### src/hdl/ddo_pkg.sv
// shared constants, types and helper functions of the wheel odometry block
// no dependencies; imported by ddo_mul, ddo_div and the top level
`timescale 1ns / 1ps

package ddo_pkg;

   // rotation iterations, capped at the size of the arctangent table
   localparam int CORDIC_STEPS = 16;
   localparam int CORDIC_ITERS = (CORDIC_STEPS < 32) ? CORDIC_STEPS : 32;
   localparam logic [5:0] CORDIC_LAST = 6'(CORDIC_ITERS - 1);

   localparam logic [23:0] WHEEL_BASE_RESET = 24'd35389;
   localparam logic signed [34:0] BAM_PER_RAD = 35'sd683565276;
   localparam logic signed [34:0] USEC = 35'sd1000000;
   localparam logic signed [33:0] CORDIC_X0 = 34'sd652032874;
   localparam logic signed [47:0] POS_MAX = {1'b0, {47{1'b1}}};
   localparam logic signed [47:0] POS_MIN = {1'b1, {47{1'b0}}};
   localparam logic signed [49:0] DTH_LIMIT = 50'sd8796093022208;
   localparam logic signed [31:0] V_MAX = 32'sh7FFF_FFFF;
   localparam logic signed [31:0] V_MIN = 32'sh8000_0000;

   // last multiplier bit index for the two serial operand widths
   localparam logic [5:0] DS_LAST = 6'd32;
   localparam logic [5:0] DTH_LAST = 6'd49;

   typedef enum logic [3:0] {
      ST_IDLE, ST_DELTA, ST_DIV_DTH, ST_MUL_BAM, ST_ROT_MID, ST_MUL_X, ST_MUL_Y,
      ST_POS, ST_ROT_HALF, ST_MUL_VX, ST_DIV_VX, ST_MUL_VTH, ST_DIV_VTH, ST_DONE
   } ddo_state_type;

   typedef struct packed {
      logic       start;
      logic [5:0] last;
   } mul_cmd_type;

   typedef struct packed {
      logic busy;
      logic done;
   } unit_stat_type;

   // arctangent of 2^-i as binary angle
   function automatic logic [31:0] atan_bam(input logic [4:0] idx);
      logic [31:0] a;
      case (idx)
         5'd0:  a = 32'h2000_0000;
         5'd1:  a = 32'h12E4_051E;
         5'd2:  a = 32'h09FB_385B;
         5'd3:  a = 32'h0511_11D4;
         5'd4:  a = 32'h028B_0D43;
         5'd5:  a = 32'h0145_D7E1;
         5'd6:  a = 32'h00A2_F61E;
         5'd7:  a = 32'h0051_7C55;
         5'd8:  a = 32'h0028_BE53;
         5'd9:  a = 32'h0014_5F2F;
         5'd10: a = 32'h000A_2F98;
         5'd11: a = 32'h0005_17CC;
         5'd12: a = 32'h0002_8BE6;
         5'd13: a = 32'h0001_45F3;
         5'd14: a = 32'h0000_A2FA;
         5'd15: a = 32'h0000_517D;
         5'd16: a = 32'h0000_28BE;
         5'd17: a = 32'h0000_145F;
         5'd18: a = 32'h0000_0A30;
         5'd19: a = 32'h0000_0518;
         5'd20: a = 32'h0000_028C;
         5'd21: a = 32'h0000_0146;
         5'd22: a = 32'h0000_00A3;
         5'd23: a = 32'h0000_0051;
         5'd24: a = 32'h0000_0029;
         5'd25: a = 32'h0000_0014;
         5'd26: a = 32'h0000_000A;
         5'd27: a = 32'h0000_0005;
         5'd28: a = 32'h0000_0003;
         5'd29: a = 32'h0000_0001;
         5'd30: a = 32'h0000_0001;
         default: a = 32'h0000_0000;
      endcase
      return a;
   endfunction

   // saturate a quotient to 32 bits
   function automatic logic signed [31:0] sat32(input logic signed [63:0] v);
      logic signed [31:0] r;
      if (v > 64'sd2147483647) begin
         r = V_MAX;
      end else if (v < -64'sd2147483648) begin
         r = V_MIN;
      end else begin
         r = v[31:0];
      end
      return r;
   endfunction

   // round Q4.30 to Q1.15 with saturation
   function automatic logic signed [15:0] to_q15(input logic signed [33:0] v);
      logic signed [34:0] t;
      logic signed [19:0] sh;
      logic signed [15:0] r;
      t = 35'(v) + 35'sd16384;
      sh = 20'(t >>> 15);
      if (sh > 20'sd32767) begin
         r = 16'sh7FFF;
      end else if (sh < -20'sd32768) begin
         r = 16'sh8000;
      end else begin
         r = sh[15:0];
      end
      return r;
   endfunction

endpackage

### src/hdl/ddo_if.sv
// valid/ready channel interfaces for reading beats and pose result beats
// no dependencies
`timescale 1ns / 1ps

interface ddo_req_if;
   logic               valid;
   logic               ready;
   logic signed [31:0] right_total;
   logic signed [31:0] left_total;
   logic [23:0]        elapsed_us;
   logic               reading_valid;

   modport source (output valid, right_total, left_total, elapsed_us, reading_valid,
                   input ready);
   modport sink (input valid, right_total, left_total, elapsed_us, reading_valid,
                 output ready);
endinterface

interface ddo_rsp_if;
   logic               valid;
   logic               ready;
   logic signed [47:0] pos_x;
   logic signed [47:0] pos_y;
   logic signed [31:0] heading_angle;
   logic signed [15:0] quat_z;
   logic signed [15:0] quat_w;
   logic signed [31:0] linear_velocity;
   logic signed [31:0] angular_velocity;

   modport source (output valid, pos_x, pos_y, heading_angle, quat_z, quat_w,
                   linear_velocity, angular_velocity, input ready);
   modport sink (input valid, pos_x, pos_y, heading_angle, quat_z, quat_w,
                 linear_velocity, angular_velocity, output ready);
endinterface

### src/hdl/ddo_mul.sv
// bit-serial signed multiplier, one multiplier bit per cycle
// depends on ddo_pkg
`timescale 1ns / 1ps

module ddo_mul import ddo_pkg::*; (
   input  logic               clock,
   input  logic               reset,
   input  mul_cmd_type        cmd,
   input  logic signed [34:0] mcand,
   input  logic signed [63:0] mplier,
   output unit_stat_type      stat,
   output logic signed [35:0] p_hi,
   output logic [63:0]        p_lo
);

   logic               busy_ff, done_ff;
   logic [5:0]         cnt_ff, last_ff;
   logic signed [34:0] m_ff;
   logic signed [35:0] hi_ff, hi_in;
   logic [63:0]        q_ff, q_in;
   logic signed [36:0] add, t;

   // add (or subtract on the sign bit) and shift one place right
   always_comb begin
      if (q_ff[0]) begin
         add = (cnt_ff == last_ff) ? -37'(m_ff) : 37'(m_ff);
      end else begin
         add = '0;
      end
      t = 37'(hi_ff) + add;
      hi_in = t[36:1];
      q_in = {t[0], q_ff[63:1]};
   end

   // control
   always_ff @(posedge clock) begin
      if (reset) begin
         busy_ff <= 1'b0;
         done_ff <= 1'b0;
         cnt_ff <= '0;
      end else begin
         done_ff <= 1'b0;
         if (cmd.start) begin
            busy_ff <= 1'b1;
            cnt_ff <= '0;
         end else if (busy_ff) begin
            cnt_ff <= cnt_ff + 6'd1;
            if (cnt_ff == last_ff) begin
               busy_ff <= 1'b0;
               done_ff <= 1'b1;
            end
         end
      end
   end

   // datapath
   always_ff @(posedge clock) begin
      if (cmd.start) begin
         last_ff <= cmd.last;
         m_ff <= mcand;
         hi_ff <= '0;
         q_ff <= mplier;
      end else if (busy_ff) begin
         hi_ff <= hi_in;
         q_ff <= q_in;
      end
   end

   assign stat.busy = busy_ff;
   assign stat.done = done_ff;
   assign p_hi = hi_ff;
   assign p_lo = q_ff;

endmodule

### src/hdl/ddo_div.sv
// restoring signed divider by a 24-bit unsigned divisor, one quotient bit per cycle
// depends on ddo_pkg
`timescale 1ns / 1ps

module ddo_div import ddo_pkg::*; (
   input  logic               clock,
   input  logic               reset,
   input  logic               start,
   input  logic signed [63:0] dividend,
   input  logic [23:0]        divisor,
   output unit_stat_type      stat,
   output logic signed [63:0] quotient
);

   logic        busy_ff, done_ff, neg_ff;
   logic [5:0]  cnt_ff;
   logic [63:0] q_ff, q_in;
   logic [23:0] rem_ff, rem_in, d_ff;
   logic [24:0] r2, diff;
   logic        ge;

   // one restoring step
   always_comb begin
      r2 = {rem_ff, q_ff[63]};
      diff = r2 - {1'b0, d_ff};
      ge = (r2 >= {1'b0, d_ff});
      rem_in = ge ? diff[23:0] : r2[23:0];
      q_in = {q_ff[62:0], ge};
   end

   // control
   always_ff @(posedge clock) begin
      if (reset) begin
         busy_ff <= 1'b0;
         done_ff <= 1'b0;
         cnt_ff <= '0;
      end else begin
         done_ff <= 1'b0;
         if (start) begin
            busy_ff <= 1'b1;
            cnt_ff <= '0;
         end else if (busy_ff) begin
            cnt_ff <= cnt_ff + 6'd1;
            if (cnt_ff == 6'd63) begin
               busy_ff <= 1'b0;
               done_ff <= 1'b1;
            end
         end
      end
   end

   // datapath on magnitudes, sign applied at the end
   always_ff @(posedge clock) begin
      if (start) begin
         neg_ff <= dividend[63];
         q_ff <= dividend[63] ? 64'(-dividend) : 64'(dividend);
         rem_ff <= '0;
         d_ff <= divisor;
      end else if (busy_ff) begin
         q_ff <= q_in;
         rem_ff <= rem_in;
      end
   end

   assign stat.busy = busy_ff;
   assign stat.done = done_ff;
   assign quotient = neg_ff ? -signed'(q_ff) : signed'(q_ff);

endmodule

### src/hdl/differential_drive_odometry_top.sv
// differential drive wheel odometry, top level with sequencer and rotation unit
// depends on ddo_pkg, ddo_if, ddo_mul, ddo_div
`timescale 1ns / 1ps

// Use: each req beat carries the cumulative right and left wheel travel, the
// microseconds since the previous beat and a flag that says whether the travel
// readings are good; a bad reading reuses the previous ones. Each req beat
// gives exactly one rsp beat with x, y, heading, yaw quaternion z/w and the
// saturated linear and angular velocities. The wheel base is written through
// csr_we/csr_wdata; the user writes it only while no item is in flight, the block does not enforce it.
// Sequence: one item at a time, as three divisions, five bit-serial multiplies
// and two rotations, all run one after another on one shared multiplier,
// divider and rotation unit.
// req ready is high only while the sequencer is idle.
// Stall: the result sits in an output register, so the next item is accepted
// and worked on while the previous beat waits; the sequencer holds in its
// last step only if a new result is ready before the old one was taken.
// Reset: pose, heading and previous readings clear to zero, the wheel base
// goes to 0.54 m, and no rsp beat is pending.

module differential_drive_odometry_top import ddo_pkg::*; (
   input  logic             clock,
   input  logic             reset,
   ddo_req_if.sink          req_ch,
   ddo_rsp_if.source        rsp_ch,
   input  logic             csr_we,
   input  logic [23:0]      csr_wdata
);

   ddo_state_type state_ff, state_in;

   logic [23:0]        wheel_base_ff, wb_eff, us_ff;
   logic signed [31:0] rt_ff, lt_ff, last_right_ff, last_left_ff;
   logic signed [32:0] dr, dl, ds_ff;
   logic signed [33:0] dsum, dd_ff;
   logic signed [49:0] dth_ff;
   logic [31:0]        bam_ff, heading_ff, mid, h_new, half, rot_ang;
   logic signed [38:0] dx_ff, dy_ff;
   logic signed [47:0] accum_x_ff, accum_y_ff;
   logic signed [48:0] sum_x, sum_y;
   logic signed [31:0] vx_ff, vth_ff;

   // rotation unit
   logic signed [33:0] cx_ff, cy_ff, cz_ff, cx_in, cy_in, cz_in;
   logic signed [33:0] sh_x, sh_y, atan_z, cos_v, sin_v, z0;
   logic [5:0]         iter_ff;
   logic               flip_ff, rot_flip, rot_load;

   // shared units
   mul_cmd_type        mul_cmd;
   logic signed [34:0] mul_mcand;
   logic signed [63:0] mul_mplier;
   unit_stat_type      mul_stat, div_stat;
   logic signed [35:0] mul_hi;
   logic [63:0]        mul_lo;
   logic               div_start;
   logic signed [63:0] div_dividend, div_quot;
   logic [23:0]        div_divisor;

   // output register
   logic               rsp_valid_ff, req_fire, rsp_load;
   logic signed [47:0] out_x_ff, out_y_ff;
   logic signed [31:0] out_h_ff, out_vx_ff, out_vth_ff;
   logic signed [15:0] out_qz_ff, out_qw_ff;

   assign req_fire = req_ch.valid && req_ch.ready;
   assign rsp_load = (state_ff == ST_DONE) && (!rsp_valid_ff || rsp_ch.ready);
   assign wb_eff = (wheel_base_ff == 24'd0) ? 24'd1 : wheel_base_ff;

   ddo_mul u_mul (
      .clock  (clock),
      .reset  (reset),
      .cmd    (mul_cmd),
      .mcand  (mul_mcand),
      .mplier (mul_mplier),
      .stat   (mul_stat),
      .p_hi   (mul_hi),
      .p_lo   (mul_lo)
   );

   ddo_div u_div (
      .clock    (clock),
      .reset    (reset),
      .start    (div_start),
      .dividend (div_dividend),
      .divisor  (div_divisor),
      .stat     (div_stat),
      .quotient (div_quot)
   );

   // wheel deltas and their sum, mid-step and new heading, half angle and position sums
   always_comb begin
      dr = 33'(rt_ff) - 33'(last_right_ff);
      dl = 33'(lt_ff) - 33'(last_left_ff);
      dsum = 34'(dr) + 34'(dl);
      mid = heading_ff + mul_lo[62:31];
      h_new = heading_ff + bam_ff;
      half = {h_new[31], h_new[31:1]};
      sum_x = 49'(accum_x_ff) + 49'(dx_ff);
      sum_y = 49'(accum_y_ff) + 49'(dy_ff);
   end

   // rotation step and load values
   always_comb begin
      sh_x = cx_ff >>> iter_ff[4:0];
      sh_y = cy_ff >>> iter_ff[4:0];
      atan_z = {2'b00, atan_bam(iter_ff[4:0])};
      if (!cz_ff[33]) begin
         cx_in = cx_ff - sh_y;
         cy_in = cy_ff + sh_x;
         cz_in = cz_ff - atan_z;
      end else begin
         cx_in = cx_ff + sh_y;
         cy_in = cy_ff - sh_x;
         cz_in = cz_ff + atan_z;
      end
      rot_load = ((state_ff == ST_MUL_BAM) && mul_stat.done) || (state_ff == ST_POS);
      rot_ang = (state_ff == ST_MUL_BAM) ? mid : half;
      rot_flip = rot_ang[31] ^ rot_ang[30];
      z0 = 34'(signed'({rot_ang[31] ^ rot_flip, rot_ang[30:0]}));
      cos_v = flip_ff ? -cx_ff : cx_ff;
      sin_v = flip_ff ? -cy_ff : cy_ff;
   end

   // next state
   always_comb begin
      state_in = state_ff;
      case (state_ff)
         ST_IDLE:     if (req_fire) state_in = ST_DELTA;
         ST_DELTA:    state_in = ST_DIV_DTH;
         ST_DIV_DTH:  if (div_stat.done) state_in = ST_MUL_BAM;
         ST_MUL_BAM:  if (mul_stat.done) state_in = ST_ROT_MID;
         ST_ROT_MID:  if (iter_ff == CORDIC_LAST) state_in = ST_MUL_X;
         ST_MUL_X:    if (mul_stat.done) state_in = ST_MUL_Y;
         ST_MUL_Y:    if (mul_stat.done) state_in = ST_POS;
         ST_POS:      state_in = ST_ROT_HALF;
         ST_ROT_HALF: if (iter_ff == CORDIC_LAST) state_in = ST_MUL_VX;
         ST_MUL_VX:   if (mul_stat.done) state_in = ST_DIV_VX;
         ST_DIV_VX:   if (div_stat.done) state_in = ST_MUL_VTH;
         ST_MUL_VTH:  if (mul_stat.done) state_in = ST_DIV_VTH;
         ST_DIV_VTH:  if (div_stat.done) state_in = ST_DONE;
         ST_DONE:     if (rsp_load) state_in = ST_IDLE;
         default:     state_in = ST_IDLE;
      endcase
   end

   // unit commands and operand selection
   always_comb begin
      mul_cmd.start = (state_ff inside {ST_MUL_BAM, ST_MUL_X, ST_MUL_Y, ST_MUL_VX,
                                        ST_MUL_VTH}) && !mul_stat.busy && !mul_stat.done;
      div_start = (state_ff inside {ST_DIV_DTH, ST_DIV_VX, ST_DIV_VTH}) &&
                  !div_stat.busy && !div_stat.done;
      mul_cmd.last = DS_LAST;
      mul_mcand = USEC;
      mul_mplier = 64'(ds_ff);
      div_dividend = 64'(signed'({dd_ff, 16'h0000}));
      div_divisor = wb_eff;
      case (state_ff)
         ST_MUL_BAM: begin
            mul_cmd.last = DTH_LAST;
            mul_mcand = BAM_PER_RAD;
            mul_mplier = 64'(dth_ff);
         end
         ST_MUL_X:   mul_mcand = 35'(cos_v);
         ST_MUL_Y:   mul_mcand = 35'(sin_v);
         ST_MUL_VTH: begin
            mul_cmd.last = DTH_LAST;
            mul_mplier = 64'(dth_ff);
         end
         ST_DIV_VX: begin
            div_dividend = signed'({mul_hi[30:0], mul_lo[63:31]});
            div_divisor = us_ff;
         end
         ST_DIV_VTH: begin
            div_dividend = signed'({mul_hi[13:0], mul_lo[63:14]});
            div_divisor = us_ff;
         end
         default: ;
      endcase
   end

   // sequencer state, configuration and odometry state
   always_ff @(posedge clock) begin
      if (reset) begin
         state_ff <= ST_IDLE;
         wheel_base_ff <= WHEEL_BASE_RESET;
         last_right_ff <= '0;
         last_left_ff <= '0;
         heading_ff <= '0;
         accum_x_ff <= '0;
         accum_y_ff <= '0;
         rsp_valid_ff <= 1'b0;
      end else begin
         state_ff <= state_in;
         if (csr_we) wheel_base_ff <= csr_wdata;
         if (state_ff == ST_DELTA) begin
            last_right_ff <= rt_ff;
            last_left_ff <= lt_ff;
         end
         if (state_ff == ST_POS) begin
            heading_ff <= h_new;
            if (sum_x[48] != sum_x[47]) accum_x_ff <= sum_x[48] ? POS_MIN : POS_MAX;
            else accum_x_ff <= sum_x[47:0];
            if (sum_y[48] != sum_y[47]) accum_y_ff <= sum_y[48] ? POS_MIN : POS_MAX;
            else accum_y_ff <= sum_y[47:0];
         end
         if (rsp_load) rsp_valid_ff <= 1'b1;
         else if (rsp_ch.ready) rsp_valid_ff <= 1'b0;
      end
   end

   // per-item working registers
   always_ff @(posedge clock) begin
      if (req_fire) begin
         rt_ff <= req_ch.reading_valid ? req_ch.right_total : last_right_ff;
         lt_ff <= req_ch.reading_valid ? req_ch.left_total : last_left_ff;
         us_ff <= (req_ch.elapsed_us == 24'd0) ? 24'd1 : req_ch.elapsed_us;
      end
      if (state_ff == ST_DELTA) begin
         ds_ff <= dsum[33:1];
         dd_ff <= 34'(dr) - 34'(dl);
      end
      if (state_ff == ST_DIV_DTH && div_stat.done) dth_ff <= div_quot[49:0];
      if (state_ff == ST_MUL_BAM && mul_stat.done) bam_ff <= mul_lo[61:30];
      if (state_ff == ST_MUL_X && mul_stat.done) dx_ff <= signed'({mul_hi, mul_lo[63:61]});
      if (state_ff == ST_MUL_Y && mul_stat.done) dy_ff <= signed'({mul_hi, mul_lo[63:61]});
      if (state_ff == ST_DIV_VX && div_stat.done) vx_ff <= sat32(div_quot);
      if (state_ff == ST_DIV_VTH && div_stat.done) begin
         if (dth_ff > DTH_LIMIT) vth_ff <= V_MAX;
         else if (dth_ff < -DTH_LIMIT) vth_ff <= V_MIN;
         else vth_ff <= sat32(div_quot);
      end
      // rotation unit registers
      if (rot_load) begin
         cx_ff <= CORDIC_X0;
         cy_ff <= '0;
         cz_ff <= z0;
         flip_ff <= rot_flip;
         iter_ff <= '0;
      end else if (state_ff == ST_ROT_MID || state_ff == ST_ROT_HALF) begin
         cx_ff <= cx_in;
         cy_ff <= cy_in;
         cz_ff <= cz_in;
         iter_ff <= iter_ff + 6'd1;
      end
   end

   // result register
   always_ff @(posedge clock) begin
      if (rsp_load) begin
         out_x_ff <= accum_x_ff;
         out_y_ff <= accum_y_ff;
         out_h_ff <= heading_ff;
         out_qz_ff <= to_q15(sin_v);
         out_qw_ff <= to_q15(cos_v);
         out_vx_ff <= vx_ff;
         out_vth_ff <= vth_ff;
      end
   end

   assign req_ch.ready = (state_ff == ST_IDLE);
   assign rsp_ch.valid = rsp_valid_ff;
   assign rsp_ch.pos_x = out_x_ff;
   assign rsp_ch.pos_y = out_y_ff;
   assign rsp_ch.heading_angle = out_h_ff;
   assign rsp_ch.quat_z = out_qz_ff;
   assign rsp_ch.quat_w = out_qw_ff;
   assign rsp_ch.linear_velocity = out_vx_ff;
   assign rsp_ch.angular_velocity = out_vth_ff;

endmodule

### src/flat_wrapper.sv
// flat-port wrapper written by rule: the top's interface ports become plain ports
module differential_drive_odometry_top_flat import ddo_pkg::*;
  (clock, reset, csr_we, csr_wdata, req_ch_valid, req_ch_right_total, req_ch_left_total, req_ch_elapsed_us, req_ch_reading_valid, req_ch_ready, rsp_ch_valid, rsp_ch_pos_x, rsp_ch_pos_y, rsp_ch_heading_angle, rsp_ch_quat_z, rsp_ch_quat_w, rsp_ch_linear_velocity, rsp_ch_angular_velocity, rsp_ch_ready);
  ddo_req_if req_ch_i ();
  ddo_rsp_if rsp_ch_i ();
  input  logic clock;
  input  logic reset;
  input  logic csr_we;
  input  logic [23:0] csr_wdata;
  input wire logic [$bits(req_ch_i.valid)-1:0] req_ch_valid;
  input wire logic [$bits(req_ch_i.right_total)-1:0] req_ch_right_total;
  input wire logic [$bits(req_ch_i.left_total)-1:0] req_ch_left_total;
  input wire logic [$bits(req_ch_i.elapsed_us)-1:0] req_ch_elapsed_us;
  input wire logic [$bits(req_ch_i.reading_valid)-1:0] req_ch_reading_valid;
  output wire logic [$bits(req_ch_i.ready)-1:0] req_ch_ready;
  output wire logic [$bits(rsp_ch_i.valid)-1:0] rsp_ch_valid;
  output wire logic [$bits(rsp_ch_i.pos_x)-1:0] rsp_ch_pos_x;
  output wire logic [$bits(rsp_ch_i.pos_y)-1:0] rsp_ch_pos_y;
  output wire logic [$bits(rsp_ch_i.heading_angle)-1:0] rsp_ch_heading_angle;
  output wire logic [$bits(rsp_ch_i.quat_z)-1:0] rsp_ch_quat_z;
  output wire logic [$bits(rsp_ch_i.quat_w)-1:0] rsp_ch_quat_w;
  output wire logic [$bits(rsp_ch_i.linear_velocity)-1:0] rsp_ch_linear_velocity;
  output wire logic [$bits(rsp_ch_i.angular_velocity)-1:0] rsp_ch_angular_velocity;
  input wire logic [$bits(rsp_ch_i.ready)-1:0] rsp_ch_ready;
  assign req_ch_i.valid = req_ch_valid;
  assign req_ch_i.right_total = req_ch_right_total;
  assign req_ch_i.left_total = req_ch_left_total;
  assign req_ch_i.elapsed_us = req_ch_elapsed_us;
  assign req_ch_i.reading_valid = req_ch_reading_valid;
  assign req_ch_ready = req_ch_i.ready;
  assign rsp_ch_valid = rsp_ch_i.valid;
  assign rsp_ch_pos_x = rsp_ch_i.pos_x;
  assign rsp_ch_pos_y = rsp_ch_i.pos_y;
  assign rsp_ch_heading_angle = rsp_ch_i.heading_angle;
  assign rsp_ch_quat_z = rsp_ch_i.quat_z;
  assign rsp_ch_quat_w = rsp_ch_i.quat_w;
  assign rsp_ch_linear_velocity = rsp_ch_i.linear_velocity;
  assign rsp_ch_angular_velocity = rsp_ch_i.angular_velocity;
  assign rsp_ch_i.ready = rsp_ch_ready;
  differential_drive_odometry_top u_core (.clock(clock), .reset(reset), .req_ch(req_ch_i), .rsp_ch(rsp_ch_i), .csr_we(csr_we), .csr_wdata(csr_wdata));
endmodule
### config.mk
export PLATFORM = sky130hd
export DESIGN_NAME = differential_drive_odometry_top_flat
export DESIGN_NICKNAME = d
export VERILOG_FILES = /design/src/hdl/ddo_pkg.sv /design/src/hdl/ddo_if.sv /design/src/hdl/ddo_mul.sv /design/src/hdl/ddo_div.sv /design/src/hdl/differential_drive_odometry_top.sv /design/src/flat_wrapper.sv
export SDC_FILE = /design/constraint.sdc
export NUM_CORES = 2
export LEC_CHECK = 0
export ABC_AREA = 1
export BUFFER_PORTS_ARGS = -buffer_cell sky130_fd_sc_hd__clkbuf_2
export CORE_MARGIN = 1.5
export CORE_UTILIZATION = 48
export CTS_CLUSTER_SIZE = 24
export DETAILED_ROUTE_END_ITERATION = 12
export PLACE_DENSITY = 0.61
export RECOVER_POWER = 25
export SLEW_MARGIN = 20
export SYNTH_ARGS = -nofsm -noshare
export SYNTH_HDL_FRONTEND = slang
export SYNTH_HIERARCHICAL = 1
export SYNTH_SLANG_ARGS = --single-unit
export TNS_END_PERCENT = 50
### constraint.sdc
create_clock -name clock -period 37.7 [get_ports clock]
set_input_delay 1.885 -clock clock [delete_from_list [all_inputs] [get_ports clock]]
set_output_delay 1.885 -clock clock [all_outputs]
set_load 0.02 [all_outputs]
==> qor.txt <==
# hold bufs at CTS: 0
Area Growth Syn to Fin: 9.705%
Avg Cell Area, Syn: 7.416 sq um
Via count: 80080
Gr ovfl total: 0
Setup-failing EPs final: 0
Post-Syn Instances: 11590
Clk_lat worst skew: 0.82 ns
Clock slew at reported path FFs: 0.06 ns
Count of unique library cells instantiated by Yosys: 76
Crit Path Class: flip-flop to flip-flop
HPWL after detailed placement: 234700 um
Root Driver: clkbuf_16
Max Cap Viol: 7
Initial core utilization: 48.23%
Pin count of the biggest net entering global routing: 127
Yosys reg bits: 1233
Slowest stage delay, CP: 0.99 ns
Terminus of the critical flop-to-flop path: u_core/cx_ff[23]$_SDFFE_PN1N_
HP Start: u_core/vth_ff[20]$_SDFFCE_PN1P_
Synth top area cells: edfxtp_1 (29%), nand2_1 (12%), dfxtp_1 (9.3%)
Crit path DAT: 7.61 ns
Largest delay contributor family on the critical path: simple AND/OR/NAND/NOR gates
EDFF count, synth: 832
Setup repair after global routing missed its margin: false
Die width: 426.2 um
Final worst path period share: 18.37%
Mapped Area: 85950 sq um
Final min period: 6.926 ns
Slew Limit Fails: 405
H-tree Lvls: 4
WL final: 300600 um
Hold Crit Endpoint: u_core/rsp_ch.angular_velocity[20]$_DFFE_PP_
Post-CTS setup buffer count: 0
DR pass1 iterations: 6
Hold crit path type: flip-flop to flip-flop
WP data required: 38.38 ns
First-pass GRT wire length: 446300 um
Die H: 426.2 um
RR Startpoint: u_core/iter_ff[0]$_SDFFE_PN0N_
Commonest non-fill, non-tap cell in the layout: nand2_1
Crit start category: flip-flop
Cell taking the most area after synthesis: edfxtp_1
Final Core Density: 52.91%
CTS tree: done
Synth Flop Type: edfxtp_1
CTS Buf Count: 139
Final Wtd Congestion: 1.004
Vias per cell: 5.626
Clock Tree Buf Depth: 3
Worst Setup End Kind: flip-flop
Most frequent cells in the layout: nand2_1 (2773), inv_1 (1432), nor2_1 (1046), o21ai_0 (945), a21oi_1 (850)
Stages on worst setup path: 30
Clock Skews: 0.03704 ns
Share of layout cells above drive strength 1: 7.233%
Final hold vios: 0
Crit-path slowest cell: clkinv_2
Reg2Reg Setup Slack: 30.77 ns
Gr usage total: 32.10%
CTS Sinks: 1233
Synth warn: 6
Vias in the first global route: 74940
Final setup TNS: 0 ns
Outcome: complete, but fails checks
DR WL/cell: 21.12 um
Initial DRC count: 7095
Post-synth top area share: 29.07%
Post-cts sizing count: 0
Worst hold stages: 0
Rel. slew slack: -211.1%
Final net count: 12360
Sequential fraction of the synthesis area: 38.41%
Residual DRC: 0
Worst r2r path cells: 30
Worst-margin pin slew: 4.667 ns
Row cnt: 155
Violated checks: capacitance limit, slew limit
PortBufs: 343
Critical path buffer and inverter count: 5
Core footprint: 178200 sq um
Fmax: 144.4 MHz
Die area: 181600 sq um
Async S/R FF share, synth: 0%
Initial antenna violation count: 7
Ports: 344
Antenna-violating nets left: 0
Worst-path fanout max: 76
## worst max path at each step
stage                                   startpoint                                           to  slack [ns]
floorplan                             rsp_ch_ready  u_core/rsp_ch.angular_velocity[0]$_DFFE_PP_       19.57
global placement    u_core/iter_ff[0]$_SDFFE_PN0N_                u_core/cy_ff[26]$_SDFFE_PN0N_       31.31
detailed placement  u_core/iter_ff[0]$_SDFFE_PN0N_                u_core/cx_ff[23]$_SDFFE_PN1N_       31.34
CTS                 u_core/iter_ff[0]$_SDFFE_PN0N_                u_core/cx_ff[23]$_SDFFE_PN1N_       31.31
global route        u_core/iter_ff[0]$_SDFFE_PN0N_                u_core/cy_ff[26]$_SDFFE_PN0N_       30.10
finish              u_core/iter_ff[0]$_SDFFE_PN0N_                u_core/cx_ff[23]$_SDFFE_PN1N_       30.77
## worst register-to-register path, delay by kind of cell, from the launching register on
family          cells  cell delay, ns
fa+ha+maj           2            0.56
buf+inv             5            1.81
flops               1            0.31
compound gates      6            1.61
simple gates       16            2.34
xor+xnor            1            0.16
## layer usage
layer,share of wire (%),GRT usage [%],up-vias
li1,-,-,39190
met1,43,42.87,37520
met2,45,50.93,2801
met3,6.4,4.704,562
met4,5.2,15.47,6
met5,0.014,0,-
## layout make-up
cell class / instances / area, sq um
repair buffers: 419 / 2257
well taps: 2355 / 2947
multi-input cells: 8489 / 45820
inverters: 1478 / 5554
clock inverters: 85 / 853.3
fillers: 17460 / 83930
flip-flops and latches: 1233 / 33020
clock buffers: 172 / 3839
diodes: 2 / 5.005
## metrics by stage
stage | instances | setup slack (ns) | hold WS, ns | cell area, sq um
after floorplan | 11590 | 19.57 | 0.4003 | 85960
after global routing | 14230 | 30.10 | 0.4238 | 94290
final | 14230 | 30.77 | 0.4154 | 94300
after CTS | 14230 | 31.31 | 0.4169 | 94320
after global placement | 13970 | 31.31 | 0.4019 | 89630
after detailed placement | 13970 | 31.34 | 0.4045 | 89630
## kinds of logic (layout without fill, tap and decap cells)
logic type,after synthesis,in the layout,share of synthesized area (%)
xor+xnor,563,563,5.837
fa+ha+maj,480,480,7.101
compound gates,2347,2347,15.18
mux,2,2,0.02620
buf+inv,1871,2154,8.399
flops,1233,1233,38.41
simple gates,5093,5093,25.04
other cells,2,6,0.008737
## synthesized netlist by cell type, types with 18 or more instances
library cell	number
nor2_2	34
nand2_1	2773
inv_1	1441
xor2_1	399
buf_2	55
nand4_1	157
nand3b_1	18
o22ai_1	25
buf_1	46
nor2_1	1059
o221ai_1	51
edfxtp_1	832
ha_1	467
clkbuf_1	267
nand2_2	30
nand3_1	731
o21ai_1	39
o21a_1	37
a21oi_1	851
inv_2	29
nor3_1	124
a31oi_1	108
xnor2_1	154
o211ai_1	83
a21o_1	31
o31ai_1	24
nor4_1	43
or2_2	32
o21bai_1	36
a21boi_0	29
nand3_2	24
dfxtp_1	401
o21ai_0	946
## flip-flops by register name (all words and copies together) (netlist names), 33 cells and up
signal / count
u_core/dth_ff: 50
u_core/u_mul/p_hi: 36
u_core/u_mul/m_ff: 35
u_core/accum_x_ff: 48
u_core/rsp_ch.pos_y: 48
u_core/dd_ff: 34
u_core/cx_ff: 34
u_core/cz_ff: 34
u_core/rsp_ch.pos_x: 48
u_core/cy_ff: 34
u_core/u_mul/p_lo: 64
u_core/accum_y_ff: 48
u_core/ds_ff: 33
u_core/u_div/q_ff: 64
u_core/dy_ff: 39
u_core/dx_ff: 39
Power is not shown: default switching activity piles up to over one toggle a cycle in this logic, so the estimate is an artifact.
